==> src/hw/rtl/bwom_pkg.sv <==
// Shared types, codes and helpers of the boundary window overlap matcher.
`timescale 1ns / 1ps
package bwom_pkg;

    localparam int CHROM_W     = 8;
    localparam int EXT_W       = 32;
    localparam int LANE_W      = 16;
    localparam int PAIR_W      = 32;
    localparam int ENTRY_NUM_W = 6;
    localparam int KIND_W      = 2;

    localparam logic CMD_LOAD  = 1'b0;
    localparam logic CMD_QUERY = 1'b1;

    localparam logic STRAND_FWD = 1'b0;
    localparam logic STRAND_REV = 1'b1;

    typedef enum logic [KIND_W-1:0] {
        KIND_NONE  = 2'd0,
        KIND_LEFT  = 2'd1,
        KIND_RIGHT = 2'd2,
        KIND_BOTH  = 2'd3
    } match_kind_t;

    typedef enum logic [1:0] {
        ST_IDLE,
        ST_SCAN,
        ST_FINISH
    } scan_state_t;

    // Per-cell control: write a new entry, or take the neighbor's entry.
    typedef struct packed {
        logic load;
        logic shift;
    } cell_ctl_t;

    // Returns {right_event, left_event} for a match kind and read strand.
    function automatic logic [1:0] event_flags(input match_kind_t kind, input logic strand);
        logic lev;
        logic rev;
        lev = (kind == KIND_BOTH) || (kind == KIND_LEFT && strand == STRAND_FWD);
        rev = (kind == KIND_BOTH) || (kind == KIND_RIGHT && strand == STRAND_REV);
        return {rev, lev};
    endfunction

endpackage

==> src/hw/rtl/bwom_match.sv <==
// Window compare of the read ends against the entry at the head of the ring.
`timescale 1ns / 1ps
module bwom_match #(
    parameter int POSITION_BITS = 32
) (
    input  logic [bwom_pkg::CHROM_W-1:0] entry_chrom,
    input  logic [POSITION_BITS-1:0]     left_low,
    input  logic [POSITION_BITS-1:0]     left_high,
    input  logic [POSITION_BITS-1:0]     right_low,
    input  logic [POSITION_BITS-1:0]     right_high,
    input  logic [bwom_pkg::CHROM_W-1:0] read_chrom,
    input  logic [POSITION_BITS-1:0]     read_begin,
    input  logic [POSITION_BITS-1:0]     read_end,
    output bwom_pkg::match_kind_t        kind
);
    import bwom_pkg::*;

    logic left_hit;
    logic right_hit;

    always_comb begin
        left_hit  = (read_begin >= left_low && read_begin <= left_high) ||
                    (read_end >= left_low && read_end <= left_high);
        right_hit = (read_begin >= right_low && read_begin <= right_high) ||
                    (read_end >= right_low && read_end <= right_high);
        if (entry_chrom != read_chrom) begin
            kind = KIND_NONE;
        end else if (left_hit && right_hit) begin
            kind = KIND_BOTH;
        end else if (left_hit) begin
            kind = KIND_LEFT;
        end else if (right_hit) begin
            kind = KIND_RIGHT;
        end else begin
            kind = KIND_NONE;
        end
    end

endmodule

==> config.mk <==
export PLATFORM = sky130hd
export DESIGN_NAME = bwom_match
export DESIGN_NICKNAME = d
export VERILOG_FILES = /design/src/hw/rtl/bwom_pkg.sv /design/src/hw/rtl/bwom_match.sv
export SDC_FILE = /design/constraint.sdc
export NUM_CORES = 1
export LEC_CHECK = 0
export ABC_CLOCK_PERIOD_IN_PS = 3400
export BUFFER_PORTS_ARGS = -buffer_cell sky130_fd_sc_hd__buf_4
export CAP_MARGIN = 25
export CORE_MARGIN = 2
export CORE_UTILIZATION = 41
export DETAILED_ROUTE_END_ITERATION = 10
export PLACE_DENSITY_LB_ADDON = 0.1
export SETUP_SLACK_MARGIN = 0.1
export SLEW_MARGIN = 5
export SYNTH_ARGS = -nofsm -noshare
export SYNTH_HDL_FRONTEND = slang
export SYNTH_SLANG_ARGS = --single-unit
==> constraint.sdc <==
create_clock -name vclk -period 3.4
set_clock_uncertainty 0.05 [all_clocks]
set_input_delay 0.17 -clock vclk [all_inputs]
set_output_delay 0.17 -clock vclk [all_outputs]
set_load 0.05 [all_outputs]
==> impl_results.rst <==
.. list-table::
   :header-rows: 1

   * - Metric
     - Value
   * - Placeable core region
     - between 10000 and 15000 sq um
   * - Slew Limit Fails
     - 0
   * - Internal Pwr Total
     - approximately 450 uW
   * - Area of the die
     - ~16000 sq um
   * - Kind of start point of the critical path
     - input port
   * - Top-level port count
     - 210
   * - Slowest-stage cell, CP
     - sky130_fd_sc_hd__a2111oi_0
   * - DRT iter0 DRCs
     - 196
   * - Fraction of layout instances using a drive strength above 1
     - 21.9%
   * - Pin count of the biggest net entering global routing
     - 6
   * - Antenna violations before repair
     - 0
   * - Seq pwr share
     - 0%
   * - FP Rows
     - 44
   * - Aggregate routed wire length
     - 18.8 mm
   * - Maximum fanout along the worst path
     - 3
   * - Leak pwr
     - 0.00452 uW
   * - Part of the total power dissipated in the clock network
     - 0%
   * - Total number of vias
     - 6298
   * - N_diodes
     - 0
   * - Worst hold margin
     - 0.925 ns
   * - Layout clock buffers
     - 0
   * - Least setup slack across all paths after layout
     - 0.617 ns
   * - Postcts setup bufs
     - 0
   * - Setup repair after global routing missed its margin
     - no
   * - Setup violations, final
     - 0
   * - Number of buffers added on ports
     - 210
   * - Gpl congestion
     - 0.889
   * - Min-delay src
     - entry_chrom[7]
   * - Leftover overflow at the end of global routing
     - 0
   * - Synthesis Warnings
     - 0
   * - End point of the worst hold path
     - kind[1]
   * - Synthesized Nets
     - 1244
   * - Max-slew headroom
     - 55.3%
   * - Sequential cell area
     - 0 sq um
   * - First-pass GRT wire length
     - 29.9 mm
   * - Combinational group share of total power
     - 100.0%
   * - Critical path's largest stage delay
     - ~0.64 ns
   * - Relative area change from synthesis to final layout
     - 30.5%
   * - Largest cells by area after synthesis
     - sky130_fd_sc_hd__ha_1 53%, sky130_fd_sc_hd__inv_1 8.1%, sky130_fd_sc_hd__a21oi_1 7.1%
   * - Proportion of synthesized chip area in sequential cells
     - 0%
   * - Die Ht
     - 125 um
   * - Count of mapped cells out of synthesis
     - 780
   * - Number of hold buffers added after cts
     - 0
   * - Horizontal die dimension
     - 125 um
   * - Final core area utilization
     - 54.2%
   * - Hold path cells
     - 7
   * - Outcome
     - finished, final reports clean
   * - Pwr Density
     - about 120 nW/um^2
   * - Via count of the first global-routing pass
     - 6301
   * - Worst Setup Path Type
     - in2out
   * - HP Class
     - in2out
   * - Routed length per instance
     - around 16 um
   * - Cells after DPL
     - 1177
   * - TritonRoute pass-1 iters
     - 5
   * - Fill cell count
     - around 1500
   * - Period minus WS final
     - 2.78 ns
   * - Final worst path period share
     - around 82%
   * - Routed vias/inst
     - 5.35
   * - HPWL after detailed placement
     - 17.3 mm
   * - Sum of negative setup slack
     - 0 ns
   * - Post-synth top area cell
     - sky130_fd_sc_hd__ha_1
   * - Sequential cell count
     - 0
   * - Syn avg cell area
     - 7.68 sq um
   * - # Max-Cap Violations
     - 0
   * - Initial cell density of the core
     - 41.5%
   * - Critical path capture point type
     - primary output
   * - Hold Vio Cnt, Final
     - 0
   * - Final routed DRC violation total
     - 0
   * - Area share of the leading cell type in the synthesized netlist
     - 53.5%
   * - CP required
     - 3.18 ns
   * - Cell Area, Synth
     - 5990 sq um
   * - Worst-Margin Slew
     - 0.654 ns
   * - Placement Setup Slack
     - 0.614 ns
   * - PostCTS Resize Cnt
     - 0
   * - Switching power of the nets
     - 473 uW
   * - Worst IR Drop VDD
     - 0.0554 mV
   * - Count of placed standard cells in the final layout, fillers left out
     - 1177
   * - Antenna-violating nets left
     - 0
   * - Netlist cell types
     - 40
   * - Total global-route track usage
     - 23.1%
   * - Highest attainable clock frequency
     - 359 MHz
   * - Total number of nets in the final design
     - 1459
   * - Switching Share
     - 51.2%
   * - Arrival time of the worst setup path
     - 2.56 ns
   * - Chain of cells forming the critical path
     - buf_4 -> inv_1 -> ha_1 -> a21oi_1 -> o21ai_0 -> a221o_1 -> a2111oi_0 -> a21oi_1 -> o32ai_1 -> buf_4
## area by class of cell
| cell class | count | area (sq um) | area share, % |
|---|---|---|---|
| Inverter | 129 | 484 | 6.19 |
| Multi-Input combinational cell | 651 | 5510 | 70.4 |
| Timing Repair Buffer | 213 | 1600 | 20.5 |
| Tap cell | 184 | 230 | 2.94 |
## layout by cell type (no fill, tap or decap), types with 3 or more instances in the layout
cell type                   count
sky130_fd_sc_hd__nand4_1       38
sky130_fd_sc_hd__nor3b_1        3
sky130_fd_sc_hd__a21o_1        29
sky130_fd_sc_hd__inv_1        129
sky130_fd_sc_hd__and4_1        12
sky130_fd_sc_hd__a21boi_0       4
sky130_fd_sc_hd__a221o_1        6
sky130_fd_sc_hd__a211oi_1       6
sky130_fd_sc_hd__a2111o_1       3
sky130_fd_sc_hd__a31oi_1        6
sky130_fd_sc_hd__a21oi_1       85
sky130_fd_sc_hd__a221oi_1       6
sky130_fd_sc_hd__nor3_1         4
sky130_fd_sc_hd__nand3_1       23
sky130_fd_sc_hd__buf_4        213
sky130_fd_sc_hd__o21ai_0       31
sky130_fd_sc_hd__a21oi_2        4
sky130_fd_sc_hd__nor2b_1        6
sky130_fd_sc_hd__nor2_1        27
sky130_fd_sc_hd__nor4_1         5
sky130_fd_sc_hd__ha_1         256
sky130_fd_sc_hd__a2111oi_0      3
sky130_fd_sc_hd__o211ai_1       8
sky130_fd_sc_hd__nand2_1       56
sky130_fd_sc_hd__xnor2_1        8
## worst max-delay path, delay by kind of cell
| kind | cells | cell delay [ns] |
|---|---|---|
| fa+ha+maj | 1 | 0.31 |
| compound gates | 6 | 1.70 |
| buf+inv | 3 | 0.39 |
## worst max-delay path by stage
stage | start | to | slack (ns) | depth (start not counted)
finish | left_high[19] | kind[0] | 0.62 | 10
global route | left_high[17] | kind[0] | 0.54 | 10
CTS | left_high[19] | kind[0] | 0.62 | 10
detailed placement | left_high[19] | kind[0] | 0.61 | 10
global placement | left_high[19] | kind[0] | 0.74 | 10
floorplan | right_high[17] | kind[1] | 0.37 | 8
## power by group through the flow
stage / Clock, uW / Combinational (uW) / Sequential (uW)
global placement: 0 / 914 / 0
detailed placement: 0 / 923 / 0
global route: 0 / 1050 / 0
finish: 0 / 925 / 0
CTS: 0 / 929 / 0
floorplan: 0 / 513 / 0
## per-stage QoR
stage                     power [uW]  area (sq um)
after floorplan                  513          5990
after global placement           914          7820
after detailed placement         923          7820
after CTS                        929          7820
after global routing            1050          7820
final                            925          7820
## logic make-up after synthesis
kind of cell	Yosys count	share of synthesized area [%]
AND/OR/NAND/NOR	182	15.7
AO/OA/AOI/OAI	205	21.5
buffers and inverters	129	8.08
XOR/XNOR	8	1.17
adder cells (fa/ha/maj)	256	53.5
## cells in the mapped netlist, types with 3 or more instances
| library cell | instances |
|---|---|
| sky130_fd_sc_hd__a221o_1 | 6 |
| sky130_fd_sc_hd__a2111o_1 | 3 |
| sky130_fd_sc_hd__o21ai_0 | 31 |
| sky130_fd_sc_hd__a221oi_1 | 6 |
| sky130_fd_sc_hd__nand4_1 | 38 |
| sky130_fd_sc_hd__nor2b_1 | 6 |
| sky130_fd_sc_hd__and4_1 | 12 |
| sky130_fd_sc_hd__a21oi_2 | 4 |
| sky130_fd_sc_hd__nand3_1 | 23 |
| sky130_fd_sc_hd__a21o_1 | 29 |
| sky130_fd_sc_hd__a21boi_0 | 4 |
| sky130_fd_sc_hd__o211ai_1 | 8 |
| sky130_fd_sc_hd__a211oi_1 | 6 |
| sky130_fd_sc_hd__nor3b_1 | 3 |
| sky130_fd_sc_hd__nor3_1 | 4 |
| sky130_fd_sc_hd__xnor2_1 | 8 |
| sky130_fd_sc_hd__ha_1 | 256 |
| sky130_fd_sc_hd__nand2_1 | 56 |
| sky130_fd_sc_hd__nor2_1 | 27 |
| sky130_fd_sc_hd__a31oi_1 | 6 |
| sky130_fd_sc_hd__a2111oi_0 | 3 |
| sky130_fd_sc_hd__a21oi_1 | 85 |
| sky130_fd_sc_hd__nor4_1 | 5 |
| sky130_fd_sc_hd__inv_1 | 129 |
## layer usage
metal,global-route usage (%),share of wire [%],vias up,routed length (um)
li1,-,-,3349,-
met1,29.1,45,2771,8370
met2,43.9,49,156,9290
met3,1.37,4.3,22,804
met4,3.79,1.8,0,333
met5,0,0,-,0
Note: power is estimated with default switching activity, not from simulation.
