**config.mk**
```make
export PLATFORM = sky130hd
export DESIGN_NAME = bwom_cell
export DESIGN_NICKNAME = d
export VERILOG_FILES = /design/src/hw/rtl/bwom_pkg.sv /design/src/hw/rtl/bwom_cell.sv
export SDC_FILE = /design/constraint.sdc
export NUM_CORES = 1
export LEC_CHECK = 0
export ABC_AREA = 1
export BUFFER_PORTS_ARGS = -buffer_cell sky130_fd_sc_hd__clkbuf_2
export CORE_AREA = 2 2 161 163
export CTS_BUF_LIST = sky130_fd_sc_hd__clkbuf_16
export CTS_CLUSTER_SIZE = 10
export DETAILED_ROUTE_END_ITERATION = 7
export DIE_AREA = 0 0 163 165
export SLEW_MARGIN = 10
export SYNTH_ARGS = -nofsm -noshare
export SYNTH_HDL_FRONTEND = slang
export SYNTH_SLANG_ARGS = --single-unit
```
**constraint.sdc**
```tcl
create_clock -name aclk -period 2.5 [get_ports aclk]
set_input_delay 0.125 -clock aclk [delete_from_list [all_inputs] [get_ports aclk]]
set_output_delay 0.125 -clock aclk [all_outputs]
set_load 0.01 [all_outputs]
```
**src/hw/rtl/bwom_pkg.sv**
```systemverilog
// Shared types, codes and helpers of the boundary window overlap matcher.
`timescale 1ns / 1ps
package bwom_pkg;

    localparam int CHROM_W     = 8;
    localparam int EXT_W       = 32;
    localparam int LANE_W      = 16;
    localparam int PAIR_W      = 32;
    localparam int ENTRY_NUM_W = 6;
    localparam int KIND_W      = 2;

    localparam logic CMD_LOAD  = 1'b0;
    localparam logic CMD_QUERY = 1'b1;

    localparam logic STRAND_FWD = 1'b0;
    localparam logic STRAND_REV = 1'b1;

    typedef enum logic [KIND_W-1:0] {
        KIND_NONE  = 2'd0,
        KIND_LEFT  = 2'd1,
        KIND_RIGHT = 2'd2,
        KIND_BOTH  = 2'd3
    } match_kind_t;

    typedef enum logic [1:0] {
        ST_IDLE,
        ST_SCAN,
        ST_FINISH
    } scan_state_t;

    // Per-cell control: write a new entry, or take the neighbor's entry.
    typedef struct packed {
        logic load;
        logic shift;
    } cell_ctl_t;

    // Returns {right_event, left_event} for a match kind and read strand.
    function automatic logic [1:0] event_flags(input match_kind_t kind, input logic strand);
        logic lev;
        logic rev;
        lev = (kind == KIND_BOTH) || (kind == KIND_LEFT && strand == STRAND_FWD);
        rev = (kind == KIND_BOTH) || (kind == KIND_RIGHT && strand == STRAND_REV);
        return {rev, lev};
    endfunction

endpackage

```
**src/hw/rtl/bwom_cell.sv**
```systemverilog
// One cell of the entry ring: holds one boundary entry, loads or shifts.
`timescale 1ns / 1ps
module bwom_cell #(
    parameter int DATA_W = 136
) (
    input  logic                 aclk,
    input  bwom_pkg::cell_ctl_t  ctl,
    input  logic [DATA_W-1:0]    load_in,
    input  logic [DATA_W-1:0]    shift_in,
    output logic [DATA_W-1:0]    entry_q
);
    import bwom_pkg::*;

    logic [DATA_W-1:0] entry_reg;

    always_ff @(posedge aclk) begin
        if (ctl.load) begin
            entry_reg <= load_in;
        end else if (ctl.shift) begin
            entry_reg <= shift_in;
        end
    end

    assign entry_q = entry_reg;

endmodule

```
==> reports/results.tsv, run 1 <==
stage	metric	value	unit
clock_network	cts_setup_buffers	0	
routing	drtIter0Drc	294	
floorplanning	dieArea	26900	um^2
clock_network	cts_tree	yes	
synth	synth_cell_type_count	7	
timing	fin_crit	1.933	ns
layout	layout.nets	1512	
critical_path	cp_max_fo	63	
timing	worstMarginPinSlew	0.6876	ns
timing	fin_crit_sh	77.30	%
critical_path	cpLargestDelayFamily	buffers and inverters	
layout	largest_register_ffs	136	
timing	fmax	0.5175	GHz
timing	relSlewSlack	54.16	%
routing	viasPerCell	4.115	
timing	hold_viol_final	0	
critical_path	cp-startpoint	ctl[1]	
layout	final_cell_mix	clkbuf_2 (409), nand2_1 (408), dlygate4sd3_1 (248)	
global_routing	grt_max_degree	68	
critical_path	critPathMaxStageDelay	0.56	ns
power	p_leak	5.750	nW
critical_path	cp.arrival	2.21	ns
floorplanning	die_y	165	um
floorplanning	rows	58	
global_routing	grtUsageTotal	15.73	%
critical_path	crit_chain	buf_4, inv_4, buf_4, nand2_1, nand2_1, dlygate4sd3_1	
synth	syn_inst	575	
layout	final_area	11310	um^2
critical_path	cp_num_buf_inv	4	
synth	syn_area_per_cell	10.02	um^2
timing	fin_tns_setup	0	ns
placed_design	dpl.hpwl	14360	um
global_routing	antenna_found_initial	0	
layout	syn_to_final_growth	96.33	%
routing	dr_wl_met2	11190	um
routing	dr.pass1.iters	7	
clock_network	cts.path.max_buffers	2	
routing	ant_nets	0	
placed_design	place_congestion	0.8318	
synth	ys_seq_elements	136	
routing	dr_wl_met3	1984	um
layout	drive_gt1_share	36.48	%
routing	num_vias	6501	
worst_hold_path	hp-class	in -> reg	
layout	final_core_util	45.18	%
power	powerDensity	599.6	nW/um^2
floorplanning	io_pins	411	
global_routing	grt_pass1_vias	6791	
outcome	outcome	complete, no violations	
layout	diodes	0	
clock_network	post_cts_resized	0	
placed_design	portBuffers	410	
synth	synth_nets	850	
clock_network	cts-htree-levels	4	
floorplanning	design.core.area	25040	um^2
clock_network	cts.sinks	136	
floorplanning	initial_core_util	23.01	%
critical_path	critPathKind	in -> reg	
layout	layout_commonest_cell	clkbuf_2	
timing	finalSetupViolations	0	
flow_run	cap_violations	0	
critical_path	required	2.78	ns
critical_path	crit_path_start_kind	input pin	
synth	syn_area	5762	um^2
routing	highest_layer	met4	
routing	wl_met1	7966	um
global_routing	grt_pass1_wl	32400	um
critical_path	endpoint_kind	flip-flop	
power	irDropWorstVdd	0.0003543	V
placed_design	dpl-instance-area	8228	um^2
worst_hold_path	min-delay-start	load_in[5]	
synth	synth-seq-area-share	70.88	%
routing	drc	0	
critical_path	critical-path-slowest-cell	dlygate4sd3_1	
floorplanning	die_w	163	um
routing	routedWlPerCell	13.86	um
timing	rsz0062_at_grt	false	
global_routing	grt-ovfl-total	0	
synth	ys_warn_count	0	
routing	drt-total-wl	21890	um
timing	drv_slew	0	
clock_network	clkTransAtPathRegs	0.06	ns
clock_network	root_buffer	clkbuf_16	
clock_network	numCtsBuffers	17	
## metrics by stage
step | total power (W) | cells | hold WS (ns) | setup WS [ns]
2_1_floorplan | 0.003297 | 575 | 0.3036 | 0.08549
3_3_place_gp | 0.003859 | 1300 | 0.3882 | 0.7342
3_5_place_dp | 0.003867 | 1300 | 0.3920 | 0.7048
4_1_cts | 0.006864 | 1580 | 0.0002956 | 0.6273
5_1_grt | 0.007116 | 1580 | 0.01127 | 0.4604
6_report | 0.006783 | 1580 | 0.01596 | 0.5675
## routing by layer
metal  vias to the layer above  global-route usage, %
li1                       3173                      -
met1                      2938                  15.45
met2                       331                  29.22
met3                        59                  5.550
met4                         0                  7.884
met5                         -                      0
## final timing paths
kind,to,cells past startpoint,slack [ns]
worst max-delay path,entry_q[13],6,0.57
worst min-delay path,entry_q[5],3,0.02
## timing repair
item / in CTS / in global routing
endpoints found under the setup margin: 0 / 0
endpoints found under the hold margin: 130 / 0
hold buffers: 248 / 0
## synthesized netlist by cell type
library cell	instances	area share (%)
or2_2	1	0.11
clkbuf_1	9	0.59
buf_2	19	1.7
edfxtp_1	136	71
inv_2	1	0.065
buf_4	1	0.13
nand2_1	408	27
## report_power, final
| group | switching [W] | internal (W) | total (W) |
|---|---|---|---|
| registers | 0.0000796 | 0.00280 | 0.00288 |
| clock network | 0.00101 | 0.00157 | 0.00258 |
| logic | 0.000608 | 0.000713 | 0.00132 |
| total | 0.00169 | 0.00509 | 0.00678 |
## area by class of cell
type | count | area (um^2)
tap | 330 | 412.9
inverter | 1 | 6.256
clock buffer | 17 | 425.4
fill | 2296 | 13720
multi-input combinational | 409 | 1540
timing repair buffer | 672 | 4667
sequential | 136 | 4084
clock inverter | 15 | 176.4
## kinds of logic after synthesis
family                 synth area share [%]
buffers and inverters                 2.432
DFF                                   70.88
and+or+nand+nor                       26.69
(Power assumes the default switching activity.)
==> run 2, diff against run 1 <==
==> constraint.sdc (replaced) <==
create_clock -name aclk -period 1.8 [get_ports aclk]
set_input_delay 0.09 -clock aclk [delete_from_list [all_inputs] [get_ports aclk]]
set_output_delay 0.09 -clock aclk [all_outputs]
set_load 0.01 [all_outputs]
==> run 2 against run 1 <==
Net effect: sequential power increased by 39%; flip-flop and latch count unchanged; setup slack got worse by 0.12 ns; power increased by 40%; clock power increased by 40%; combinational power increased by 43%; utilization increased by 0.98 points; routed wire length decreased by 1.9%; die area unchanged; clock-buffer cell count unchanged; critical path type unchanged; critical endpoint is now entry_q[38]; largest cell class unchanged.
==> reports/results.tsv, run 2 (synthesized netlist as in run 1, its figures left out) <==
stage	metric	value	unit	change
worst_hold_path	hp-class	in -> reg		
timing	fin_tns_setup	0	ns	unchanged
floorplanning	die_w	163	um	unchanged
floorplanning	design.core.area	25040	um^2	unchanged
floorplanning	die_y	165	um	unchanged
layout	syn_to_final_growth	100.6	%	
global_routing	grt_max_degree	68		unchanged
critical_path	cpLargestDelayFamily	buffers and inverters		
timing	fin_crit_sh	75.15	%	
critical_path	critPathKind	in -> reg		
global_routing	grt_pass1_vias	6602		-2.8%
timing	hold_viol_final	0		unchanged
critical_path	crit_chain	buf_4, buf_4, nand2_1, nand2_1, dlygate4sd3_1		
clock_network	cts.path.max_buffers	2		unchanged
layout	diodes	0		unchanged
global_routing	antenna_found_initial	0		unchanged
layout	largest_register_ffs	136		unchanged
clock_network	cts_tree	yes		
global_routing	grt-ovfl-total	0		unchanged
routing	drt-total-wl	21480	um	-1.9%
clock_network	clkTransAtPathRegs	0.06	ns	about the same
clock_network	cts.sinks	136		unchanged
layout	layout_commonest_cell	clkbuf_2		
worst_hold_path	hold-path-cell-count	3		unchanged
timing	finalSetupViolations	0		unchanged
routing	dr.pass1.iters	5		-2
outcome	outcome	complete, no violations		
placed_design	dpl.hpwl	14350	um	about the same
routing	num_vias	6502		+0.015%
clock_network	ctsHoldBuffers	264		+6.5%
clock_network	numCtsBuffers	17		unchanged
critical_path	cp.arrival	1.63	ns	-0.58 ns
routing	ant_nets	0		unchanged
critical_path	endpoint_kind	flip-flop		
critical_path	cp_max_fo	67		+6.3%
critical_path	critical-path-slowest-cell	dlygate4sd3_1		
layout	layout.nets	1532		+1.3%
placed_design	place_congestion	0.8345		+0.32%
floorplanning	initial_core_util	23.01	%	unchanged
floorplanning	io_pins	411		unchanged
timing	rsz0062_at_grt	false		
layout	final_cell_mix	clkbuf_2 (409), nand2_1 (408), dlygate4sd3_1 (265)		
routing	routedWlPerCell	13.45	um	-2.9%
global_routing	grt_pass1_wl	31260	um	-3.5%
placed_design	post-place-ws	0.5442	ns	-0.1606 ns
layout	drive_gt1_share	36.15	%	-0.33 points
timing	relSlewSlack	55.60	%	+1.4 points
placed_design	portBuffers	410		unchanged
critical_path	cp_num_buf_inv	3		-1
flow_run	cap_violations	0		unchanged
critical_path	cp.depth	5		-1
routing	drtIter0Drc	273		-7.1%
power	irDropWorstVdd	0.0004733	V	+34%
clock_network	post_cts_resized	0		unchanged
routing	drc	0		unchanged
global_routing	grtUsageTotal	15.22	%	-0.51 points
timing	drv_slew	0		unchanged
critical_path	required	2.08	ns	-0.70 ns
clock_network	cts-htree-levels	4		unchanged
timing	worstMarginPinSlew	0.6661	ns	-0.02156 ns
power	p_leak	5.861	nW	+1.9%
critical_path	critPathMaxStageDelay	0.56	ns	about the same
timing	fmax	0.7393	GHz	
floorplanning	dieArea	26900	um^2	unchanged
timing	fin_crit	1.353	ns	
power	powerDensity	821.5	nW/um^2	+37%
clock_network	root_buffer	clkbuf_16		
floorplanning	rows	58		unchanged
timing	layout_setup_ws	0.4474	ns	-0.1201 ns
clock_network	cts_setup_buffers	0		unchanged
routing	viasPerCell	4.071		-1.0%
critical_path	crit_path_start_kind	input pin		
[run 2: worst paths after layout]
| kind | slack, ns | start | end |
|---|---|---|---|
| hold / removal | 0.008 | load_in[55] | entry_q[55] |
| setup / recovery | 0.45 | ctl[1] | entry_q[38] |
[run 2: layout make-up]
class,count,area (um^2)
clock inverters,12,178.9
clock buffers,17,425.4
well taps,330,412.9
repair buffers,692,4910
multi-input cells,409,1540
inverters,1,6.256
flip-flops and latches,136,4084
fillers,2282,13480
[run 2: report_power, final]
part,internal [W],switching [W],total [W]
Combinational,0.00104,0.000853,0.00189
Clock,0.00230,0.00131,0.00360
Sequential,0.00389,0.000107,0.00400
[run 2: worst min-delay path, delay by kind of cell]
kind,cells,cell delay [ns]
buffers and inverters,1,0.11
AND/OR/NAND/NOR,2,0.10
[run 2: routing by layer]
layer	wire, um	vias up	track usage [%]
li1	-	3209	-
met1	7846	2940	14.56
met2	11330	321	29.70
met3	1785	32	4.997
met4	524	0	6.275
met5	0	-	0
[run 2: metrics by stage]
step           total power [W]  util (%)  hold slack, ns  cells  area, um^2
2_1_floorplan         0.004575         -          0.2686    575        5764
3_3_place_gp          0.005384     33.15          0.3535   1303        8300
3_5_place_dp          0.005395     33.15          0.3585   1303        8300
4_1_cts               0.009590     46.12        0.001021   1596       11550
5_1_grt               0.009910     46.16         0.01004   1597       11560
6_report              0.009495     46.16        0.008311   1597       11560
